[src/rtl/trl_pkg.sv]
package trl_pkg;

   localparam int LIST_DEPTH = 32;
   localparam int GROUP_BITS = 10;
   localparam int IDX_BITS   = $clog2(LIST_DEPTH);
   localparam int CNT_BITS   = $clog2(LIST_DEPTH + 1);
   localparam int ID_BITS    = 64;
   localparam int TAG_BITS   = 10;
   localparam int HOLD_BITS  = 16;
   localparam int ENTRY_BITS = ID_BITS + GROUP_BITS;
   localparam int ADDR_BITS  = 2;

   localparam logic [ADDR_BITS-1:0] REG_HOLD_DELAY = 2'd0;

   typedef enum logic [2:0] {
      OP_FOCUS   = 3'd0,
      OP_CLOSE   = 3'd1,
      OP_MOVE    = 3'd2,
      OP_SWITCH  = 3'd3,
      OP_QGROUP  = 3'd4,
      OP_QPREV   = 3'd5,
      OP_TICK    = 3'd6,
      OP_NONE    = 3'd7
   } opcode_type;

   typedef enum logic [3:0] {
      ST_IDLE,
      ST_FIND_RD,
      ST_FIND_CHK,
      ST_SHIFT_RD,
      ST_SHIFT_WR,
      ST_POST,
      ST_TAIL_RD,
      ST_TAIL_CHK,
      ST_QRY_RD,
      ST_QRY_CHK,
      ST_DONE
   } state_type;

   typedef struct packed {
      opcode_type             opcode;
      logic [ID_BITS-1:0]     item_id;
      logic [TAG_BITS-1:0]    group_tag;
   } req_type;

   typedef struct packed {
      logic [ID_BITS-1:0]     answer_id;
      logic                   found;
      logic [5:0]             entries_held;
   } rsp_type;

endpackage

[src/rtl/trl_stream_if.sv]
interface trl_stream_if #(parameter type payload_type = logic) ();
   logic        valid;
   logic        ready;
   payload_type payload;

   modport source (output valid, output payload, input ready);
   modport sink   (input valid, input payload, output ready);
endinterface

[src/rtl/trl_ram.sv]
module trl_ram #(
   parameter int WIDTH = 8,
   parameter int DEPTH = 32
) (
   input  logic                     clock,
   input  logic                     wr_en,
   input  logic [$clog2(DEPTH)-1:0] wr_addr,
   input  logic [WIDTH-1:0]         wr_data,
   input  logic [$clog2(DEPTH)-1:0] rd_addr,
   output logic [WIDTH-1:0]         rd_data
);
   logic [WIDTH-1:0] mem [DEPTH];

   always_ff @(posedge clock) begin
      if (wr_en) begin
         mem[wr_addr] <= wr_data;
      end
      rd_data <= mem[rd_addr];
   end
endmodule

[src/rtl/tagged_recency_list.sv]
// Channel   Direction  Payload                               Handshake
// req       in         opcode, item_id, group_tag            valid/ready
// rsp       out        answer_id, found, entries_held        valid/ready
// csr       in         hold_delay at address 0 (APB write)   psel/penable, pready=1
//
// One request is worked on at a time. A request that searches or compacts the
// list walks the entry memory, one read and at most one write per cycle: a
// search reads each entry and checks it, and compaction reads and then writes
// each later entry. Reset is synchronous and clears the count, group and timer;
// the entry memory is not cleared since only entries below the count are read.
// A result waits in an output register; req_ready stays low until it is taken.
module tagged_recency_list
   import trl_pkg::*;
(
   input  logic                  clock,
   input  logic                  reset,
   trl_stream_if.sink            req,
   trl_stream_if.source          rsp,
   input  logic                  csr_psel,
   input  logic                  csr_penable,
   input  logic                  csr_pwrite,
   input  logic [ADDR_BITS-1:0]  csr_paddr,
   input  logic [31:0]           csr_pwdata,
   output logic [31:0]           csr_prdata,
   output logic                  csr_pready
);

   // Control registers.
   state_type              state_ff, state_in;
   logic [CNT_BITS-1:0]    count_ff, count_in;
   logic [GROUP_BITS-1:0]  cur_group_ff, cur_group_in;
   logic [HOLD_BITS-1:0]   hold_ticks_ff, hold_ticks_in;
   logic [HOLD_BITS-1:0]   hold_delay_ff, hold_delay_in;
   logic                   rsp_valid_ff, rsp_valid_in;

   // Per-request working registers.
   opcode_type             op_ff, op_in;
   logic [ID_BITS-1:0]     id_ff, id_in;
   logic [GROUP_BITS-1:0]  grp_ff, grp_in;
   logic [CNT_BITS-1:0]    pos_ff, pos_in;
   logic                   skip_ff, skip_in;
   logic                   hit_ff, hit_in;
   rsp_type                out_ff, out_in;

   // Entry memory: {group, id} per slot.
   logic                   ram_we;
   logic [IDX_BITS-1:0]    ram_waddr, ram_raddr;
   logic [ENTRY_BITS-1:0]  ram_wdata, ram_rdata;
   logic [GROUP_BITS-1:0]  rd_group;
   logic [ID_BITS-1:0]     rd_id;

   trl_ram #(.WIDTH(ENTRY_BITS), .DEPTH(LIST_DEPTH)) u_entries (
      .clock   (clock),
      .wr_en   (ram_we),
      .wr_addr (ram_waddr),
      .wr_data (ram_wdata),
      .rd_addr (ram_raddr),
      .rd_data (ram_rdata)
   );

   assign rd_group = ram_rdata[ENTRY_BITS-1:ID_BITS];
   assign rd_id    = ram_rdata[ID_BITS-1:0];

   // Configuration port: only the hold delay is writable.
   assign csr_pready  = 1'b1;
   assign csr_prdata  = (csr_paddr == REG_HOLD_DELAY) ?
                        {{(32-HOLD_BITS){1'b0}}, hold_delay_ff} : 32'd0;

   always_comb begin
      hold_delay_in = hold_delay_ff;
      if (csr_psel && csr_penable && csr_pwrite && csr_paddr == REG_HOLD_DELAY) begin
         hold_delay_in = csr_pwdata[HOLD_BITS-1:0];
      end
   end

   assign req.ready     = (state_ff == ST_IDLE) && !rsp_valid_ff;
   assign rsp.valid     = rsp_valid_ff;
   assign rsp.payload   = out_ff;

   always_ff @(posedge clock) begin
      if (reset) begin
         state_ff      <= ST_IDLE;
         count_ff      <= '0;
         cur_group_ff  <= '0;
         hold_ticks_ff <= '0;
         hold_delay_ff <= '0;
         rsp_valid_ff  <= 1'b0;
      end else begin
         state_ff      <= state_in;
         count_ff      <= count_in;
         cur_group_ff  <= cur_group_in;
         hold_ticks_ff <= hold_ticks_in;
         hold_delay_ff <= hold_delay_in;
         rsp_valid_ff  <= rsp_valid_in;
      end
   end

   always_ff @(posedge clock) begin
      op_ff   <= op_in;
      id_ff   <= id_in;
      grp_ff  <= grp_in;
      pos_ff  <= pos_in;
      skip_ff <= skip_in;
      hit_ff  <= hit_in;
      out_ff  <= out_in;
   end

   // Sequencer. Removal searches upward for the oldest match, then shifts the
   // later entries down one slot at a time (read, then write). Focus, and a move
   // with no match, go on to ST_POST; the group query walks down from the newest entry.
   always_comb begin
      state_in      = state_ff;
      count_in      = count_ff;
      cur_group_in  = cur_group_ff;
      hold_ticks_in = hold_ticks_ff;
      rsp_valid_in  = rsp_valid_ff;
      op_in         = op_ff;
      id_in         = id_ff;
      grp_in        = grp_ff;
      pos_in        = pos_ff;
      skip_in       = skip_ff;
      hit_in        = hit_ff;
      out_in        = out_ff;
      ram_we        = 1'b0;
      ram_waddr     = pos_ff[IDX_BITS-1:0];
      ram_wdata     = {cur_group_ff, id_ff};
      ram_raddr     = pos_ff[IDX_BITS-1:0];

      if (rsp_valid_ff && rsp.ready) begin
         rsp_valid_in = 1'b0;
      end

      case (state_ff)
         ST_IDLE: begin
            if (req.valid && req.ready) begin
               op_in   = req.payload.opcode;
               id_in   = req.payload.item_id;
               grp_in  = req.payload.group_tag[GROUP_BITS-1:0];
               pos_in  = '0;
               hit_in  = 1'b0;
               case (req.payload.opcode)
                  OP_FOCUS, OP_CLOSE, OP_MOVE: state_in = ST_FIND_RD;
                  OP_SWITCH: begin
                     cur_group_in = req.payload.group_tag[GROUP_BITS-1:0];
                     state_in     = ST_DONE;
                  end
                  OP_QGROUP: begin
                     hold_ticks_in = '0;
                     skip_in = (req.payload.group_tag[GROUP_BITS-1:0] == cur_group_ff);
                     pos_in  = count_ff;
                     state_in = ST_QRY_RD;
                  end
                  OP_QPREV: begin
                     hold_ticks_in = '0;
                     if (count_ff >= CNT_BITS'(2)) begin
                        pos_in   = count_ff - CNT_BITS'(2);
                        state_in = ST_TAIL_RD;
                     end else begin
                        state_in = ST_DONE;
                     end
                  end
                  OP_TICK: begin
                     if (hold_ticks_ff != '0) begin
                        hold_ticks_in = hold_ticks_ff - HOLD_BITS'(1);
                     end
                     state_in = ST_DONE;
                  end
                  default: state_in = ST_DONE;
               endcase
            end
         end
         ST_FIND_RD: begin
            if (pos_ff >= count_ff) begin
               state_in = ST_POST;
            end else begin
               state_in = ST_FIND_CHK;
            end
         end
         ST_FIND_CHK: begin
            if (rd_id == id_ff) begin
               hit_in = 1'b1;
               if (op_ff == OP_MOVE) begin
                  ram_we   = 1'b1;
                  ram_wdata = {cur_group_ff, rd_id};
                  state_in = ST_DONE;
               end else begin
                  state_in = ST_SHIFT_RD;
               end
            end else begin
               pos_in   = pos_ff + CNT_BITS'(1);
               state_in = ST_FIND_RD;
            end
         end
         // Shift entries above pos down by one; pos is the slot being filled.
         ST_SHIFT_RD: begin
            if (pos_ff + CNT_BITS'(1) >= count_ff) begin
               count_in = count_ff - CNT_BITS'(1);
               hit_in   = 1'b0;
               state_in = (op_ff == OP_FOCUS) ? ST_POST : ST_DONE;
            end else begin
               ram_raddr = IDX_BITS'(pos_ff + CNT_BITS'(1));
               state_in  = ST_SHIFT_WR;
            end
         end
         ST_SHIFT_WR: begin
            ram_we    = 1'b1;
            ram_wdata = ram_rdata;
            pos_in    = pos_ff + CNT_BITS'(1);
            state_in  = ST_SHIFT_RD;
         end
         ST_POST: begin
            if (op_ff == OP_CLOSE) begin
               state_in = ST_DONE;
            end else if (op_ff == OP_FOCUS && hold_ticks_ff != '0 && count_ff != '0) begin
               pos_in   = count_ff - CNT_BITS'(1);
               state_in = ST_TAIL_RD;
            end else if (count_ff == CNT_BITS'(LIST_DEPTH)) begin
               // Full: drop the oldest entry, then append in the last slot.
               pos_in   = '0;
               hit_in   = 1'b0;
               state_in = ST_SHIFT_RD;
            end else begin
               ram_we    = 1'b1;
               ram_waddr = IDX_BITS'(count_ff);
               count_in  = count_ff + CNT_BITS'(1);
               if (op_ff == OP_FOCUS) begin
                  hold_ticks_in = hold_delay_ff;
               end
               state_in  = ST_DONE;
            end
         end
         ST_TAIL_RD: state_in = ST_TAIL_CHK;
         ST_TAIL_CHK: begin
            if (op_ff == OP_QPREV) begin
               out_in.answer_id = rd_id;
               out_in.found     = 1'b1;
               hit_in           = 1'b1;
               state_in         = ST_DONE;
            end else if (rd_group == cur_group_ff) begin
               ram_we        = 1'b1;
               hold_ticks_in = hold_delay_ff;
               state_in      = ST_DONE;
            end else if (count_ff == CNT_BITS'(LIST_DEPTH)) begin
               pos_in   = '0;
               skip_in  = 1'b0;
               state_in = ST_SHIFT_RD;
            end else begin
               ram_we        = 1'b1;
               ram_waddr     = IDX_BITS'(count_ff);
               count_in      = count_ff + CNT_BITS'(1);
               hold_ticks_in = hold_delay_ff;
               state_in      = ST_DONE;
            end
         end
         ST_QRY_RD: begin
            if (pos_ff == '0) begin
               state_in = ST_DONE;
            end else begin
               ram_raddr = IDX_BITS'(pos_ff - CNT_BITS'(1));
               state_in  = ST_QRY_CHK;
            end
         end
         ST_QRY_CHK: begin
            pos_in   = pos_ff - CNT_BITS'(1);
            state_in = ST_QRY_RD;
            if (rd_group == grp_ff) begin
               if (skip_ff) begin
                  skip_in = 1'b0;
               end else begin
                  out_in.answer_id = rd_id;
                  out_in.found     = 1'b1;
                  hit_in           = 1'b1;
                  state_in         = ST_DONE;
               end
            end
         end
         ST_DONE: begin
            if (!((op_ff == OP_QGROUP || op_ff == OP_QPREV) && hit_ff)) begin
               out_in.answer_id = '0;
               out_in.found     = 1'b0;
            end
            out_in.entries_held = 6'(count_ff);
            rsp_valid_in = 1'b1;
            state_in     = ST_IDLE;
         end
         default: state_in = ST_IDLE;
      endcase

      // A shift without a removed match drops the oldest entry of a full list;
      // once it reaches the top, the new entry goes into the last slot. Only a
      // focus reloads the hold timer.
      if (state_ff == ST_SHIFT_RD && !hit_ff && pos_ff + CNT_BITS'(1) >= count_ff &&
          count_ff == CNT_BITS'(LIST_DEPTH)) begin
         state_in  = ST_DONE;
         ram_we    = 1'b1;
         ram_waddr = IDX_BITS'(count_ff - CNT_BITS'(1));
         ram_wdata = {cur_group_ff, id_ff};
         count_in  = count_ff;
         if (op_ff == OP_FOCUS) begin
            hold_ticks_in = hold_delay_ff;
         end
      end
   end

endmodule

[src/flat_wrapper.sv]
// flat-port wrapper written by rule: the top's interface ports become plain ports
module tagged_recency_list_flat import trl_pkg::*;
  (clock, reset, csr_psel, csr_penable, csr_pwrite, csr_paddr, csr_pwdata, csr_prdata, csr_pready, req_valid, req_payload, req_ready, rsp_valid, rsp_payload, rsp_ready);
  trl_stream_if #(.payload_type(req_type)) req_i ();
  trl_stream_if #(.payload_type(rsp_type)) rsp_i ();
  input  logic clock;
  input  logic reset;
  input  logic csr_psel;
  input  logic csr_penable;
  input  logic csr_pwrite;
  input  logic [ADDR_BITS-1:0] csr_paddr;
  input  logic [31:0] csr_pwdata;
  output logic [31:0] csr_prdata;
  output logic csr_pready;
  input wire logic [$bits(req_i.valid)-1:0] req_valid;
  input wire logic [$bits(req_i.payload)-1:0] req_payload;
  output wire logic [$bits(req_i.ready)-1:0] req_ready;
  output wire logic [$bits(rsp_i.valid)-1:0] rsp_valid;
  output wire logic [$bits(rsp_i.payload)-1:0] rsp_payload;
  input wire logic [$bits(rsp_i.ready)-1:0] rsp_ready;
  assign req_i.valid = req_valid;
  assign req_i.payload = req_payload;
  assign req_ready = req_i.ready;
  assign rsp_valid = rsp_i.valid;
  assign rsp_payload = rsp_i.payload;
  assign rsp_i.ready = rsp_ready;
  tagged_recency_list u_core (.clock(clock), .reset(reset), .req(req_i), .rsp(rsp_i), .csr_psel(csr_psel), .csr_penable(csr_penable), .csr_pwrite(csr_pwrite), .csr_paddr(csr_paddr), .csr_pwdata(csr_pwdata), .csr_prdata(csr_prdata), .csr_pready(csr_pready));
endmodule
[config.mk]
export PLATFORM = sky130hd
export DESIGN_NAME = tagged_recency_list_flat
export DESIGN_NICKNAME = d
export VERILOG_FILES = /design/src/rtl/trl_pkg.sv /design/src/rtl/trl_stream_if.sv /design/src/rtl/trl_ram.sv /design/src/rtl/tagged_recency_list.sv /design/src/flat_wrapper.sv
export SDC_FILE = /design/constraint.sdc
export NUM_CORES = 2
export LEC_CHECK = 0
export BUFFER_PORTS_ARGS = -buffer_cell sky130_fd_sc_hd__buf_2
export CORE_ASPECT_RATIO = 0.9
export CORE_MARGIN = 4
export CORE_UTILIZATION = 45
export CTS_BUF_LIST = sky130_fd_sc_hd__clkbuf_2 sky130_fd_sc_hd__clkbuf_4 sky130_fd_sc_hd__clkbuf_8
export CTS_CLUSTER_DIAMETER = 80
export CTS_CLUSTER_SIZE = 24
export DETAILED_ROUTE_END_ITERATION = 16
export PLACE_DENSITY = 0.69
export SETUP_SLACK_MARGIN = 0.2
export SYNTH_ARGS = -nofsm -noshare
export SYNTH_HDL_FRONTEND = slang
export SYNTH_SLANG_ARGS = --single-unit
[constraint.sdc]
create_clock -name clock -period 13.7 [get_ports clock]
set_clock_uncertainty 0.05 [all_clocks]
set_input_delay 3.425 -clock clock [delete_from_list [all_inputs] [get_ports clock]]
set_output_delay 3.425 -clock clock [all_outputs]
set_load 0.02 [all_outputs]
==> impl_results.md <==
- Status: finished, final reports clean
- GR met3 Demand/Resource: about 4.9%
- Worst-Skew Late Latency: roughly 0.99 ns
- Worst setup EP type: primary output
- Post-route setup slack: ~5.7 ns
- Register area share after synthesis: around three quarters
- H-tree depth: 4
- IO buf count: 190
- MaxCap Viol Count: 0
- Lkg Pwr: 0.0381 µW
- GRT Total Usage: about a quarter
- Startpoint type of the worst setup path: input pin
- Die Area: 244000 µm²
- Root Driver: clkbuf_8
- DR iter-0 viols: between 10k and 15k
- Routing usage on met1: approximately a third
- Pin count of the biggest net entering global routing: approximately 220
- Hpwl dp: ~160000 µm
- Vias per cell: between 6 and 7
- DP Area: 110000 µm²
- Initial core utilization: 45.4%
- Yosys reg bits: around 2.7k
- Max Clock Freq: approximately 120 MHz
- Final setup violation count: 0
- Worst r2r path cells: 16
- Maximum vdd drop: between 200 and 300 µV
- Power Dens Cells: approximately 210 nW/µm²
- R2r endpoint: u_core.u_entries.mem[4][63]
- Detailed-route via count: slightly below 70k
- Hold Path Cell Cnt: 2
- Clock sink count: between 2k and 3k
- Synth Instances: approximately 8.1k
- CTS tree: yes
- Synth Warn #: 0
- Post CTS Setup Buffer Count: 0
- Wirelength, routed: 304000 µm
- Ports: about 220
- Post-synth top area share: between 70% and 80%
- Global-route wire length before repair: 437000 µm
- Clock transition at the registers of the reported paths: ~0.12 ns
- Non-Filler Instances: 11.4k
- Most common cell after layout, fill and taps aside: edfxtp_1
- Longest Clk Path Bufs: 3
- Synth async-reset ratio: 0%
- Dominant synthesized flop cell: edfxtp_1
- Slew Limit Headroom: ~15%
- Number of synthesized flops with an enable pin: about 2.5k
- Worst Tran Pin Value: roughly 1.3 ns
- Dpl ws: 5.67 ns
- Detail Route Antenna Nets: 0
- Post-CTS Hold Buffers: 0
- Die Span X: about 520 µm
- Vias in the first global route: between 60k and 70k
- TNS Setup: 0 ns
- Cell row count: between 150 and 200
- WL/cell: 26.8 µm
- Top post-synthesis cells by area: edfxtp_1 (71%), nand2_1 (8.0%), nand3_1 (5.9%), dfxtp_1 (2.4%), buf_2 (1.1%)
- Final Cell Area: 113000 µm²
- Number of detailed-route iterations in the first pass: 7
- Final Hold Vio Count: 0
- Most frequent cells in the layout: edfxtp_1 (2524), nand2_1 (2274), nand3_1 (1254), buf_2 (190), a21oi_1 (167)
- Min-Delay Path Class: reg2reg
- Cts repair resizes: 0
- Gr busiest metal: met2
- Critical path class: in2out
- Setup crit start: csr_paddr[1]
- HP Start: u_core.hold_ticks_ff[12]
- Synthesized cell area: ~110000 µm²
- RSZ-0062 raised after global routing: no
- Crit share post-route: approximately three fifths
- Placed cells: between 10k and 15k
- Hold endpoint: u_core.hold_ticks_ff[12]
- Unique cell type count in the Yosys netlist: 78
- Initial antenna violation count: 22
- CTS Buf Count: approximately 140
- Required @ worst endpoint: ~10 ns
- Critical Path AT: 4.55 ns
- Final Max Slew Viols: 0
- Area Growth Syn to Fin: 6.54%
- Final min period: around 8.0 ns
- Layout cells sized above 1: 8.92%
- Finished Core Util: between 40% and 50%
- Gpl congestion: just under 0.9
- GRT overflow: 0
- Net count, final: approximately 8.3k
- Met2 usage: approximately 37%
- Yosys top cell by area: edfxtp_1
- Mean Syn Cell Area: between 10 and 15 µm²
- DRC Markers: 0
- Die height: between 400 and 500 µm
- Reg2reg start: u_core.pos_ff[0]
- R2r setup slk: approximately 6 ns
- Core area: roughly 230000 µm²
- Critical-path maximum fanout: 18
cell usage after synthesis (28+ instances only):
library cell,count
a21oi_1,169
a31oi_1,92
mux2i_1,98
nand4_1,38
nand3_1,1254
nor3_1,28
nor2_1,139
clkbuf_1,196
nand2_1,2275
mux2_2,65
buf_1,65
a211o_1,28
buf_2,224
a32oi_1,50
a211oi_1,51
and3_1,74
xnor2_1,87
o21ai_0,33
edfxtp_1,2524
buf_4,29
and2_1,84
dfxtp_1,127
area by class of cell:
type,instances,area [µm²]
Clock buffer,208,2420
Inverter,20,77.6
Clock inverter,28,284
Sequential cell,2651,78300
Timing Repair Buffer,335,2130
Antenna cell,16,40.0
Multi-Input combinational cell,4967,25900
Fill cell,20000,121000
Tap cell,3145,3940
cells by family after synthesis:
logic type	after synthesis	synth area share, %
buffers and inverters	537	2.29
AND/OR/NAND/NOR	4003	16.5
adder cells (fa/ha/maj)	22	0.259
XOR/XNOR	108	0.891
AO/OA/AOI/OAI	627	4.09
other	2	0.00707
flip-flops	2651	73.8
multiplexers	190	2.18
routing by layer:
| metal | vias up | share of wire, % |
|---|---|---|
| met5 | - | 0.020 |
| met4 | 10 | 4.0 |
| met3 | 606 | 11 |
| met2 | 4161 | 45 |
| met1 | 34100 | 39 |
| li1 | 29500 | - |
flip-flops by register name (all words and copies together) (netlist names), 3 cells and up:
register,flops
u_core.rsp.payload,71
u_core.grp_ff,10
u_core.state_ff,4
u_core.pos_ff,6
u_core.count_ff,6
u_core.u_entries.rd_data,74
u_core.id_ff,64
u_core.hold_ticks_ff,16
u_core.op_ff,3
u_core.hold_delay_ff,16
u_core.u_entries.mem,2368
u_core.cur_group_ff,10
report_power, final:
part	total, µW	switching [µW]	internal [µW]	leakage, µW
logic	9690	7000	2690	0.0129
registers	10400	376	10000	0.0238
clock network	3590	2410	1180	0.00142
total	23700	9790	13900	0.0381
per-stage QoR:
step	power [µW]	hold slack (ns)
final	23700	0.445
after detailed placement	20100	0.428
after global routing	24800	0.466
after global placement	19900	0.409
after floorplan	16800	0.356
after CTS	23500	0.445
critical path: stages:
cell and delay, ns:
buf_2 0.09, nor2_1 0.64, and2_1 0.23, buf_2 0.16
worst max path at each step:
stage,end,depth (start not counted)
floorplan,csr_prdata[10],3
global placement,csr_prdata[3],4
detailed placement,csr_prdata[15],4
CTS,csr_prdata[15],4
global route,csr_prdata[5],4
finish,csr_prdata[15],4
(Power assumes the default switching activity.)
